$ cat config.mk
export PLATFORM = sky130hd
export DESIGN_NAME = selective_repeat_arq_sender
export DESIGN_NICKNAME = d
export VERILOG_FILES = /design/src/design/sras_pkg.sv /design/src/design/sras_ram.sv /design/src/design/sras_ctrl.sv /design/src/design/sras_dp.sv /design/src/design/selective_repeat_arq_sender.sv
export SDC_FILE = /design/constraint.sdc
export NUM_CORES = 2
export LEC_CHECK = 0
export BUFFER_PORTS_ARGS = -buffer_cell sky130_fd_sc_hd__buf_4
export CAP_MARGIN = 20
export CORE_ASPECT_RATIO = 1.4
export CORE_MARGIN = 4
export CORE_UTILIZATION = 40
export DETAILED_ROUTE_END_ITERATION = 6
export SYNTH_ARGS = -nofsm -noshare
export SYNTH_HDL_FRONTEND = slang
export SYNTH_SLANG_ARGS = --single-unit
$ cat constraint.sdc
create_clock -name clk -period 29.9 [get_ports clk]
set_clock_uncertainty 0.2 [all_clocks]
set_input_delay 1.495 -clock clk [delete_from_list [all_inputs] [get_ports clk]]
set_output_delay 1.495 -clock clk [all_outputs]
set_load 0.1 [all_outputs]
$ cat src/design/sras_pkg.sv
package sras_pkg;

  localparam logic [1:0] ACT_SEND    = 2'd0;
  localparam logic [1:0] ACT_ACK     = 2'd1;
  localparam logic [1:0] ACT_TIMEOUT = 2'd2;

  localparam logic [2:0] ST_SENT    = 3'd0;
  localparam logic [2:0] ST_FULL    = 3'd1;
  localparam logic [2:0] ST_NEWACK  = 3'd2;
  localparam logic [2:0] ST_IGNORED = 3'd3;
  localparam logic [2:0] ST_CORRUPT = 3'd4;
  localparam logic [2:0] ST_RESENT  = 3'd5;
  localparam logic [2:0] ST_IDLE    = 3'd6;

  localparam logic [1:0] TM_NONE    = 2'd0;
  localparam logic [1:0] TM_START   = 2'd1;
  localparam logic [1:0] TM_STOP    = 2'd2;
  localparam logic [1:0] TM_RESTART = 2'd3;

  localparam logic [15:0] NO_ACK_NUM = 16'hFFFF;

  typedef struct packed {
    logic [1:0]  action;
    logic [3:0]  pkt_seq;
    logic [3:0]  pkt_ack;
    logic signed [15:0] pkt_checksum;
    logic [63:0] payload_low;
    logic [63:0] payload_mid;
    logic [31:0] payload_top;
  } req_t;

  typedef struct packed {
    logic [2:0]  status;
    logic        tx_valid;
    logic [3:0]  tx_seq;
    logic signed [15:0] tx_checksum;
    logic [63:0] tx_payload_low;
    logic [63:0] tx_payload_mid;
    logic [31:0] tx_payload_top;
    logic [1:0]  timer_cmd;
  } rsp_t;

  // stored packet: seq, checksum, payload
  typedef struct packed {
    logic [3:0]  seq;
    logic [15:0] checksum;
    logic [63:0] payload_low;
    logic [63:0] payload_mid;
    logic [31:0] payload_top;
  } entry_t;

  localparam int ENTRY_W = $bits(entry_t);

  // controller to datapath
  typedef struct packed {
    logic load_req;     // capture request, start byte sum
    logic acc_step;     // add one payload group to the sum
    logic ram_rd;       // read slot at base + off
    logic ram_wr;       // write new entry at last + 1
    logic do_send;      // commit a send
    logic mark_ack;     // set acked bit, update counts
    logic slide_step;   // free base entry
    logic scan_step;    // advance scan offset
    logic scan_clr;
    logic rd_first;     // read base slot
    logic rd_last;      // read last slot
    logic rd_ack;       // read acked slot
    logic [2:0] status;
    logic [1:0] timer_cmd;
    logic emit;         // emit entry read from RAM
    logic out_load;
  } cmd_t;

  typedef struct packed {
    logic [1:0] action;
    logic       sum_done;
    logic       cs_match;
    logic       full;
    logic       unacked_zero;
    logic       unacked_one;
    logic       base_acked;
    logic       acked_nonzero;
    logic       scan_hit;
    logic       scan_end;
    logic       ack_ok;
    logic       off_zero;
  } sts_t;

endpackage

$ cat src/design/sras_ram.sv
module sras_ram #(
  parameter int WIDTH = 8,
  parameter int DEPTH = 8
) (
  input  logic                     clk,
  input  logic                     we,
  input  logic [$clog2(DEPTH)-1:0] waddr,
  input  logic [WIDTH-1:0]         wdata,
  input  logic [$clog2(DEPTH)-1:0] raddr,
  output logic [WIDTH-1:0]         rdata
);
  logic [WIDTH-1:0] mem [DEPTH];

  always_ff @(posedge clk) begin
    if (we) begin
      mem[waddr] <= wdata;
    end
    rdata <= mem[raddr];
  end
endmodule

$ cat src/design/sras_ctrl.sv
module sras_ctrl (
  input  logic            clk,
  input  logic            rst,
  input  logic            in_valid,
  output logic            in_stall,
  input  logic            out_busy,
  output sras_pkg::cmd_t  cmd,
  input  sras_pkg::sts_t  sts
);
  import sras_pkg::*;

  localparam logic [3:0] S_IDLE  = 4'd0;
  localparam logic [3:0] S_SUM   = 4'd1;
  localparam logic [3:0] S_DISP  = 4'd2;
  localparam logic [3:0] S_RDF   = 4'd3;
  localparam logic [3:0] S_CHK   = 4'd5;
  localparam logic [3:0] S_SLIDE = 4'd6;
  localparam logic [3:0] S_SCAN  = 4'd7;
  localparam logic [3:0] S_EMIT  = 4'd8;
  localparam logic [3:0] S_RDW   = 4'd10;

  logic [3:0] state, state_next;

  always_ff @(posedge clk) begin
    if (rst) begin
      state <= S_IDLE;
    end else begin
      state <= state_next;
    end
  end

  assign in_stall = (state != S_IDLE);

  always_comb begin
    cmd = '0;
    state_next = state;
    case (state)
      S_IDLE: begin
        if (in_valid) begin
          cmd.load_req = 1'b1;
          state_next = S_SUM;
        end
      end
      S_SUM: begin
        cmd.acc_step = 1'b1;
        if (sts.sum_done) begin
          state_next = S_DISP;
        end
      end
      S_DISP: begin
        if (!out_busy) begin
          case (sts.action)
            ACT_SEND: begin
              if (sts.full) begin
                cmd.status = ST_FULL;
                cmd.out_load = 1'b1;
                state_next = S_IDLE;
              end else begin
                cmd.ram_wr = 1'b1;
                cmd.do_send = 1'b1;
                cmd.status = ST_SENT;
                cmd.timer_cmd = sts.unacked_zero ? TM_START : TM_NONE;
                cmd.out_load = 1'b1;
                state_next = S_IDLE;
              end
            end
            ACT_ACK: begin
              if (!sts.cs_match) begin
                cmd.status = ST_CORRUPT;
                cmd.out_load = 1'b1;
                state_next = S_IDLE;
              end else if (sts.unacked_zero) begin
                cmd.status = ST_IGNORED;
                cmd.out_load = 1'b1;
                state_next = S_IDLE;
              end else begin
                cmd.rd_first = 1'b1;
                state_next = S_RDF;
              end
            end
            ACT_TIMEOUT: begin
              if (sts.unacked_zero) begin
                cmd.status = ST_IDLE;
                cmd.out_load = 1'b1;
                state_next = S_IDLE;
              end else begin
                cmd.scan_clr = 1'b1;
                state_next = S_SCAN;
              end
            end
            default: begin
              cmd.status = ST_IDLE;
              cmd.out_load = 1'b1;
              state_next = S_IDLE;
            end
          endcase
        end
      end
      S_RDF: begin
        // base seq on the read port now, last seq arrives for S_CHK
        cmd.rd_last = 1'b1;
        state_next = S_CHK;
      end
      S_CHK: begin
        if (!sts.ack_ok) begin
          cmd.status = ST_IGNORED;
          cmd.out_load = 1'b1;
          state_next = S_IDLE;
        end else begin
          cmd.mark_ack = 1'b1;
          if (sts.off_zero) begin
            state_next = S_SLIDE;
          end else begin
            cmd.status = ST_NEWACK;
            cmd.out_load = 1'b1;
            state_next = S_IDLE;
          end
        end
      end
      S_SLIDE: begin
        if (sts.acked_nonzero && sts.base_acked) begin
          cmd.slide_step = 1'b1;
        end else begin
          cmd.status = ST_NEWACK;
          cmd.timer_cmd = sts.unacked_zero ? TM_STOP : TM_RESTART;
          cmd.out_load = 1'b1;
          state_next = S_IDLE;
        end
      end
      S_SCAN: begin
        if (sts.scan_end) begin
          cmd.status = ST_IDLE;
          cmd.out_load = 1'b1;
          state_next = S_IDLE;
        end else if (sts.scan_hit) begin
          cmd.ram_rd = 1'b1;
          state_next = S_RDW;
        end else begin
          cmd.scan_step = 1'b1;
        end
      end
      S_RDW: begin
        state_next = S_EMIT;
      end
      S_EMIT: begin
        cmd.emit = 1'b1;
        cmd.status = ST_RESENT;
        cmd.timer_cmd = TM_START;
        cmd.out_load = 1'b1;
        state_next = S_IDLE;
      end
      default: begin
        state_next = S_IDLE;
      end
    endcase
  end

  always_ff @(posedge clk) begin
    if (!rst) begin
      if (state == S_IDLE && in_valid) begin
        assert (state_next == S_SUM) else $error("request not taken");
      end
    end
  end

  a_stall_busy: assert property (@(posedge clk) disable iff (rst)
    (state != S_IDLE) |-> in_stall) else $error("stall low while busy");
  a_out_once: assert property (@(posedge clk) disable iff (rst)
    cmd.out_load |=> (state == S_IDLE)) else $error("result not final");
  a_emit_after_rd: assert property (@(posedge clk) disable iff (rst)
    cmd.emit |-> $past(state == S_RDW)) else $error("emit without read");
endmodule

$ cat src/design/sras_dp.sv
module sras_dp #(
  parameter int WINDOW    = 8,
  parameter int SEQ_SPACE = 16
) (
  input  logic            clk,
  input  logic            rst,
  input  sras_pkg::req_t  req,
  input  sras_pkg::cmd_t  cmd,
  output sras_pkg::sts_t  sts,
  input  logic            out_stall,
  output logic            out_valid,
  output sras_pkg::rsp_t  rsp
);
  import sras_pkg::*;

  localparam int SW = (WINDOW > 1) ? $clog2(WINDOW) : 1;
  localparam int CW = $clog2(WINDOW + 1);
  localparam int QW = 4;

  req_t        r;
  logic [15:0] sum;
  logic [1:0]  grp;
  logic [SW-1:0] base_slot, last_slot, scan_slot, rd_addr;
  logic [CW-1:0] unacked_count, acked_count, scan_off;
  logic [QW-1:0] next_seq;
  logic [WINDOW-1:0] acked;
  logic [QW-1:0] first_seq;
  entry_t      wr_ent, rd_ent;
  logic [QW-1:0] off_q;
  logic [SW-1:0] ack_slot;
  rsp_t        rsp_next;

  function automatic logic [15:0] bsum8(input logic [63:0] v);
    logic [15:0] s;
    s = '0;
    for (int i = 0; i < 8; i++) begin
      s = s + 16'(v[8*i +: 8]);
    end
    return s;
  endfunction

  function automatic logic [SW-1:0] wrap(input logic [SW:0] v);
    logic [SW:0] t;
    t = (v >= (SW+1)'(WINDOW)) ? v - (SW+1)'(WINDOW) : v;
    return t[SW-1:0];
  endfunction

  always_ff @(posedge clk) begin
    if (cmd.load_req) begin
      r <= req;
      grp <= 2'd0;
      sum <= '0;
    end else if (cmd.acc_step) begin
      case (grp)
        2'd0: sum <= sum + bsum8(r.payload_low);
        2'd1: sum <= sum + bsum8(r.payload_mid);
        2'd2: sum <= sum + bsum8({32'd0, r.payload_top});
        default: sum <= sum;
      endcase
      grp <= grp + 2'd1;
    end
  end

  // grp==3 means all payload bytes summed
  assign sts.sum_done = (grp == 2'd3) && cmd.acc_step;
  assign sts.action   = r.action;
  assign sts.cs_match = ((sum + 16'(r.pkt_seq) + 16'(r.pkt_ack)) == r.pkt_checksum);
  assign sts.full     = (32'(unacked_count) + 32'(acked_count)) >= WINDOW;
  assign sts.unacked_zero  = (unacked_count == '0);
  assign sts.unacked_one   = (unacked_count == CW'(1));
  assign sts.base_acked    = acked[base_slot];
  assign sts.acked_nonzero = (acked_count != '0);

  // RAM addressing
  always_comb begin
    rd_addr = scan_slot;
    if (cmd.rd_first) begin
      rd_addr = base_slot;
    end else if (cmd.rd_last) begin
      rd_addr = last_slot;
    end
  end

  assign wr_ent.seq = next_seq;
  assign wr_ent.checksum = sum + 16'(next_seq) + NO_ACK_NUM;
  assign wr_ent.payload_low = r.payload_low;
  assign wr_ent.payload_mid = r.payload_mid;
  assign wr_ent.payload_top = r.payload_top;

  sras_ram #(.WIDTH(ENTRY_W), .DEPTH(WINDOW)) u_ram (
    .clk   (clk),
    .we    (cmd.ram_wr),
    .waddr (wrap({1'b0, last_slot} + (SW+1)'(1))),
    .wdata (wr_ent),
    .raddr (rd_addr),
    .rdata (rd_ent)
  );

  // window check: base seq is registered in first_seq while the last seq is read
  logic [QW-1:0] span_q;
  logic [QW:0]   ack_ext;
  logic [QW:0]   span_w, off_w;
  always_ff @(posedge clk) begin
    if (cmd.rd_last) begin
      first_seq <= rd_ent.seq;
    end
  end
  assign ack_ext = {1'b0, r.pkt_ack};
  always_comb begin
    span_w = {1'b0, rd_ent.seq} + (QW+1)'(SEQ_SPACE) - {1'b0, first_seq};
    if (span_w >= (QW+1)'(SEQ_SPACE)) begin
      span_w = span_w - (QW+1)'(SEQ_SPACE);
    end
    off_w = {1'b0, r.pkt_ack} + (QW+1)'(SEQ_SPACE) - {1'b0, first_seq};
    if (off_w >= (QW+1)'(SEQ_SPACE)) begin
      off_w = off_w - (QW+1)'(SEQ_SPACE);
    end
    span_q = span_w[QW-1:0];
    off_q  = off_w[QW-1:0];
  end
  assign ack_slot = wrap({1'b0, base_slot} + (SW+1)'(off_q));
  assign sts.ack_ok = (ack_ext < (QW+1)'(SEQ_SPACE)) && (off_q <= span_q)
                      && (32'(off_q) < WINDOW) && !acked[ack_slot];
  assign sts.off_zero = (off_q == '0);

  assign scan_slot = wrap({1'b0, base_slot} + (SW+1)'(scan_off));
  assign sts.scan_end = (32'(scan_off) >= WINDOW)
                        || (scan_off >= CW'(32'(unacked_count) + 32'(acked_count)));
  assign sts.scan_hit = !acked[scan_slot];

  always_ff @(posedge clk) begin
    if (rst) begin
      base_slot <= '0;
      last_slot <= SW'(WINDOW - 1);
      unacked_count <= '0;
      acked_count <= '0;
      next_seq <= '0;
      acked <= '0;
      scan_off <= '0;
    end else begin
      if (cmd.do_send) begin
        last_slot <= wrap({1'b0, last_slot} + (SW+1)'(1));
        acked[wrap({1'b0, last_slot} + (SW+1)'(1))] <= 1'b0;
        unacked_count <= unacked_count + CW'(1);
        next_seq <= (32'(next_seq) + 1 >= SEQ_SPACE) ? '0 : next_seq + QW'(1);
      end
      if (cmd.mark_ack) begin
        acked[ack_slot] <= 1'b1;
        unacked_count <= unacked_count - CW'(1);
        acked_count <= acked_count + CW'(1);
      end
      if (cmd.slide_step) begin
        acked[base_slot] <= 1'b0;
        base_slot <= wrap({1'b0, base_slot} + (SW+1)'(1));
        acked_count <= acked_count - CW'(1);
      end
      if (cmd.scan_clr) begin
        scan_off <= '0;
      end else if (cmd.scan_step) begin
        scan_off <= scan_off + CW'(1);
      end
    end
  end

  // result register
  always_ff @(posedge clk) begin
    if (rst) begin
      out_valid <= 1'b0;
    end else if (cmd.out_load) begin
      out_valid <= 1'b1;
    end else if (!out_stall) begin
      out_valid <= 1'b0;
    end
  end

  always_comb begin
    rsp_next = '0;
    rsp_next.status = cmd.status;
    rsp_next.timer_cmd = cmd.timer_cmd;
    if (cmd.do_send) begin
      rsp_next.tx_valid = 1'b1;
      rsp_next.tx_seq = wr_ent.seq;
      rsp_next.tx_checksum = wr_ent.checksum;
      rsp_next.tx_payload_low = wr_ent.payload_low;
      rsp_next.tx_payload_mid = wr_ent.payload_mid;
      rsp_next.tx_payload_top = wr_ent.payload_top;
    end else if (cmd.emit) begin
      rsp_next.tx_valid = 1'b1;
      rsp_next.tx_seq = rd_ent.seq;
      rsp_next.tx_checksum = rd_ent.checksum;
      rsp_next.tx_payload_low = rd_ent.payload_low;
      rsp_next.tx_payload_mid = rd_ent.payload_mid;
      rsp_next.tx_payload_top = rd_ent.payload_top;
    end
  end

  always_ff @(posedge clk) begin
    if (cmd.out_load) begin
      rsp <= rsp_next;
    end
  end

  a_occ: assert property (@(posedge clk) disable iff (rst)
    (32'(unacked_count) + 32'(acked_count)) <= WINDOW) else $error("overfull");
  a_acked_cnt: assert property (@(posedge clk) disable iff (rst)
    $countones(acked) == 32'(acked_count)) else $error("acked count drift");
  a_hold: assert property (@(posedge clk) disable iff (rst)
    (out_valid && out_stall) |=> out_valid) else $error("result dropped");
endmodule

$ cat src/design/selective_repeat_arq_sender.sv
// Selective-repeat ARQ sender. One request is one event: a new 20-byte
// message, an arriving ACK, or a retransmit timer expiry; each request
// gives exactly one result. Requests are handled one at a time: after the
// accepting cycle the payload bytes are summed eight per cycle, then a
// send, a corrupted ACK, or an ACK or timeout with nothing outstanding
// finishes at dispatch, and any other ACK is checked against the window
// after the base and last stored packets are read; an accepted base ACK
// slides the window one entry per cycle, and a timeout scans one entry
// per cycle for the oldest unacknowledged packet, then reads it from the
// packet memory. Dispatch waits while the previous result is held.
// Stored packets live in a WINDOW-deep RAM with a registered read port;
// results wait in an output register.
module selective_repeat_arq_sender #(
  parameter int WINDOW    = 8,
  parameter int SEQ_SPACE = 16
) (
  input  logic            clk,
  input  logic            rst,
  input  logic            in_valid,
  output logic            in_stall,
  input  sras_pkg::req_t  in_data,
  output logic            out_valid,
  input  logic            out_stall,
  output sras_pkg::rsp_t  out_data
);
  import sras_pkg::*;

  cmd_t cmd;
  sts_t sts;

  // controller waits while the previous result is still held
  sras_ctrl u_ctrl (
    .clk      (clk),
    .rst      (rst),
    .in_valid (in_valid),
    .in_stall (in_stall),
    .out_busy (out_valid && out_stall),
    .cmd      (cmd),
    .sts      (sts)
  );

  sras_dp #(.WINDOW(WINDOW), .SEQ_SPACE(SEQ_SPACE)) u_dp (
    .clk       (clk),
    .rst       (rst),
    .req       (in_data),
    .cmd       (cmd),
    .sts       (sts),
    .out_stall (out_stall),
    .out_valid (out_valid),
    .rsp       (out_data)
  );

  a_one_out: assert property (@(posedge clk) disable iff (rst)
    (out_valid && out_stall) |=> $stable(out_data)) else $error("payload moved");
  a_tx_status: assert property (@(posedge clk) disable iff (rst)
    (out_valid && out_data.tx_valid) |->
      (out_data.status == ST_SENT || out_data.status == ST_RESENT))
    else $error("tx with wrong status");
endmodule
==> metrics.yaml <==
outcome:
  run_status: "complete, no violations"
critical_path:
  startpoint_type: "flop"
  rr_worst_depth: 16
  rrSetupSlack_ps: 22990
  critPathMaxStageDelay_ps: 950
  worstSetupPathType: "flop to flop"
  crit_buf_inv: 4
  crit_arrival_ps: 7450
  r2r_end: "u_dp.u_ram.rdata[130]"
  cp_max_fo: 84
  end_kind: "flop"
  critical-path-slowest-cell: "buf_4"
  path_cells: "fa_1 > ha_1 > inv_1 > fa_1 > nand2b_1 > a211oi_2 > nand3_1 > xnor2_1 > nand4b_2 > or4_4 > buf_4 > buf_4 > buf_4 > nand3_1 > nand3_1 > o2111a_1"
  r2r-start: "u_dp.ack_ext[1]"
  worstPathRequired_ps: 30450
  critical_path.top_delay_family: "buffers and inverters"
route:
  vias: 52700
  firstDrtPassIters: 5
  viasPerCell: 5.79
  drtIter0Drc: 5359
  drtAntennaViolNets: 0
  finalWirelength_um: 248000
  drc: 0
  post_drt_wl_per_cell_um: 27.2
worst_hold_path:
  hp-class: "flop to flop"
  hold_path_depth: 2
  worstHoldEndpoint: "u_dp.sum[0]"
  min_from: "u_dp.sum[0]"
placement:
  place.gp.congestion: 0.850
  post-dp-hpwl_um: 135000
  portBuffers: 377
  placed_cells: 8728
pwr:
  switching_share_pct: 40.1
  pwr-share-comb_pct: 41.6
  p_int_uw: 6710
  p_leak_uw: 0.0322
  clkPwrFrac_pct: 23.5
  power_density_nw_per_um2: 116
  finalPower_uw: 11200
  ir_drop_mv: 0.216
  switching_power_uw: 4490
  power_frac_seq_pct: 34.9
yosys:
  avgSynthCellArea_um2: 14.4
  syn_inst: 5868
  netlist_area_um2: 84300
  synth-warning-count: 0
  ys_seq_area_share_pct: 70.2
  synth_area_leaders: "edfxtp_1 65%, nand3_1 6.6%, dfxtp_1 5.5%, o21ai_0 3.7%, fa_1 3.0%"
  synth_edf_count: 1816
  yosys_register_bits: 2049
  synth_area_leader_cell: "edfxtp_1"
  synth_cell_type_count: 71
  syn_nets: 6333
  synthFlopType: "edfxtp_1"
  async_flop_share_pct: 0
  yosysTopAreaCellShare_pct: 64.7
global_routing:
  grt_pass1_vias: 52600
  antenna_found_initial: 11
  grt_max_degree: 229
  grt_overflow: 0
  track_usage_pct: 22.0
  grt_pass1_wl_um: 357000
floorplan:
  die_area_um2: 218000
  ioPinCount: 378
  rows: 199
  core_um2: 210000
  fp.dieW_um: 396
  start_util_pct: 40.2
  die_h_um: 551
clock_tree:
  cts_tree: "done"
  cts.sinks: 2049
  ctsResizeCount: 0
  clk_pin_slew_ps: 60
  clk_latency_ps: 880
  cts_setup_buffers: 0
  root_buffer: "clkbuf_16"
  cts_hold_buf: 0
  htree_num_levels: 4
  ctsLongestPathBuffers: 4
  cts_buffers: 205
finish:
  num-fill-cells: 18300
  drive_gt1_share_pct: 14.1
  finalNetCount: 6587
  area_growth_pct: 14.6
  fin_cells: 9104
timing:
  hold_viol: 0
  setup_viol_count_final: 0
  post-route-period-util_pct: 23.1
  slew_violations: 0
  clock.fmax_mhz: 145
  timing.final.crit_period_ps: 6910
  rsz0062_at_grt: "no"
  setup_tns_ps: 0
  maxSlewHeadroom_pct: 9.53
  worst_pin_slew_ps: 1360
flow_run:
  drv_cap: 0
==> metal layers <==
metal,up-vias,routed length [um],track usage (%)
li1,22800,-,-
met2,2463,114000,34.6
met3,442,20000,3.48
met5,-,7,0
met4,2,8790,7.70
met1,27000,104000,31.0
==> how the worst max path moves through the flow <==
stage | startpoint | end | slack (ps) | cells past startpoint
2_1_floorplan | out_stall | u_dp.u_ram.mem[3][0] | 13250 | 6
6_report | u_dp.ack_ext[1] | u_dp.u_ram.rdata[130] | 22990 | 16
5_1_grt | u_dp.ack_ext[1] | u_dp.u_ram.rdata[130] | 22630 | 16
3_5_place_dp | u_dp.ack_ext[1] | u_dp.u_ram.rdata[130] | 23080 | 16
4_1_cts | u_dp.ack_ext[1] | u_dp.u_ram.rdata[130] | 22990 | 16
3_3_place_gp | u_dp.ack_ext[1] | u_dp.u_ram.rdata[123] | 23160 | 16
==> synthesized netlist by cell type (86+ instances only) <==
library cell / number
inv_1: 259
o2111a_1: 180
o21ai_0: 627
a22o_1: 127
clkbuf_1: 326
mux2_1: 100
ha_1: 149
nand3_1: 1104
fa_1: 126
nand2_1: 126
dfxtp_1: 233
xnor2_1: 86
edfxtp_1: 1816
==> stage by stage <==
step | utilization, % | hold WS, ps | worst slack [ps] | cell area [um2]
after detailed placement | 42.8 | 250 | 23080 | 89800
final | 46.0 | 259 | 22990 | 96600
after global routing | 46.0 | 285 | 22630 | 96600
after CTS | 46.0 | 259 | 22990 | 96600
after global placement | 42.8 | 256 | 23160 | 89800
after floorplan | - | 230 | 13250 | 84300
==> layout by cell type, fill, tap and decap left out, types with 14 or more instances in the layout <==
cell / instances
a21o_1: 22
a21oi_1: 83
a22o_1: 127
a31oi_1: 14
buf_12: 14
buf_4: 436
bufinv_16: 22
clkbuf_1: 46
clkbuf_16: 205
clkbuf_8: 20
clkinv_1: 20
clkinv_2: 36
dfxtp_1: 233
edfxtp_1: 1816
fa_1: 126
ha_1: 149
inv_1: 258
mux2_1: 100
mux2_2: 80
nand2_1: 126
nand3_1: 1103
nor2_1: 69
nor2b_1: 17
nor3_1: 19
o2111a_1: 180
o21ai_0: 627
o21bai_1: 16
xnor2_1: 86
xor2_1: 26
==> power groups by stage <==
stage	clock network (uW)	registers [uW]	logic (uW)
2_1_floorplan	0	4470	2630
3_3_place_gp	0	3960	4590
3_5_place_dp	0	3970	4650
4_1_cts	2670	3920	4690
5_1_grt	2790	3950	5040
6_report	2630	3910	4660
==> registers in the layout, indices dropped and copies added (netlist names) <==
| signal | count |
|---|---|
| u_dp.rsp | 186 |
| u_dp.u_ram.mem | 1440 |
| u_dp.u_ram.rdata | 180 |
| u_dp.unacked_count | 4 |
| u_dp.ack_ext | 4 |
| u_dp.r | 180 |
| u_dp.scan_off | 4 |
| u_dp.last_slot | 3 |
| u_dp.base_slot | 3 |
| u_ctrl.state | 4 |
| u_dp.out_valid | 1 |
| u_dp.grp | 2 |
| u_dp.acked_count | 4 |
| u_dp.next_seq | 4 |
| u_dp.first_seq | 4 |
| u_dp.acked | 8 |
| u_dp.sum | 16 |
| u_dp.sts | 2 |
==> cell type report <==
| class | instances | area, um2 | share of cell area (%) |
|---|---|---|---|
| sequential | 2049 | 59200 | 61.3 |
| multi-input combinational | 3155 | 22600 | 23.4 |
| clock buffer | 271 | 5580 | 5.77 |
| timing repair buffer | 451 | 3580 | 3.71 |
| tap | 2814 | 3520 | 3.64 |
| clock inverter | 102 | 1190 | 1.24 |
| inverter | 260 | 983 | 1.02 |
| antenna | 2 | 5.00 | 0.00518 |
==> cells by family (layout without fill, tap and decap cells) <==
kind of cell,count (synthesis),after routing,share of synthesized area [%]
mux,200,200,2.72
compound gates,1150,1150,9.16
buf+inv,664,1084,3.18
fa+ha+maj,275,275,5.20
flops,2049,2049,70.2
simple gates,1418,1418,8.34
xor+xnor,112,112,1.16
other cells,0,2,0
==> worst min-delay path: cells and delay by family (launching register included) <==
family | cells | cell delay (ps)
compound gates | 1 | 50
flops | 1 | 310
simple gates | 1 | 50
Note: power is estimated with default switching activity, not from simulation.
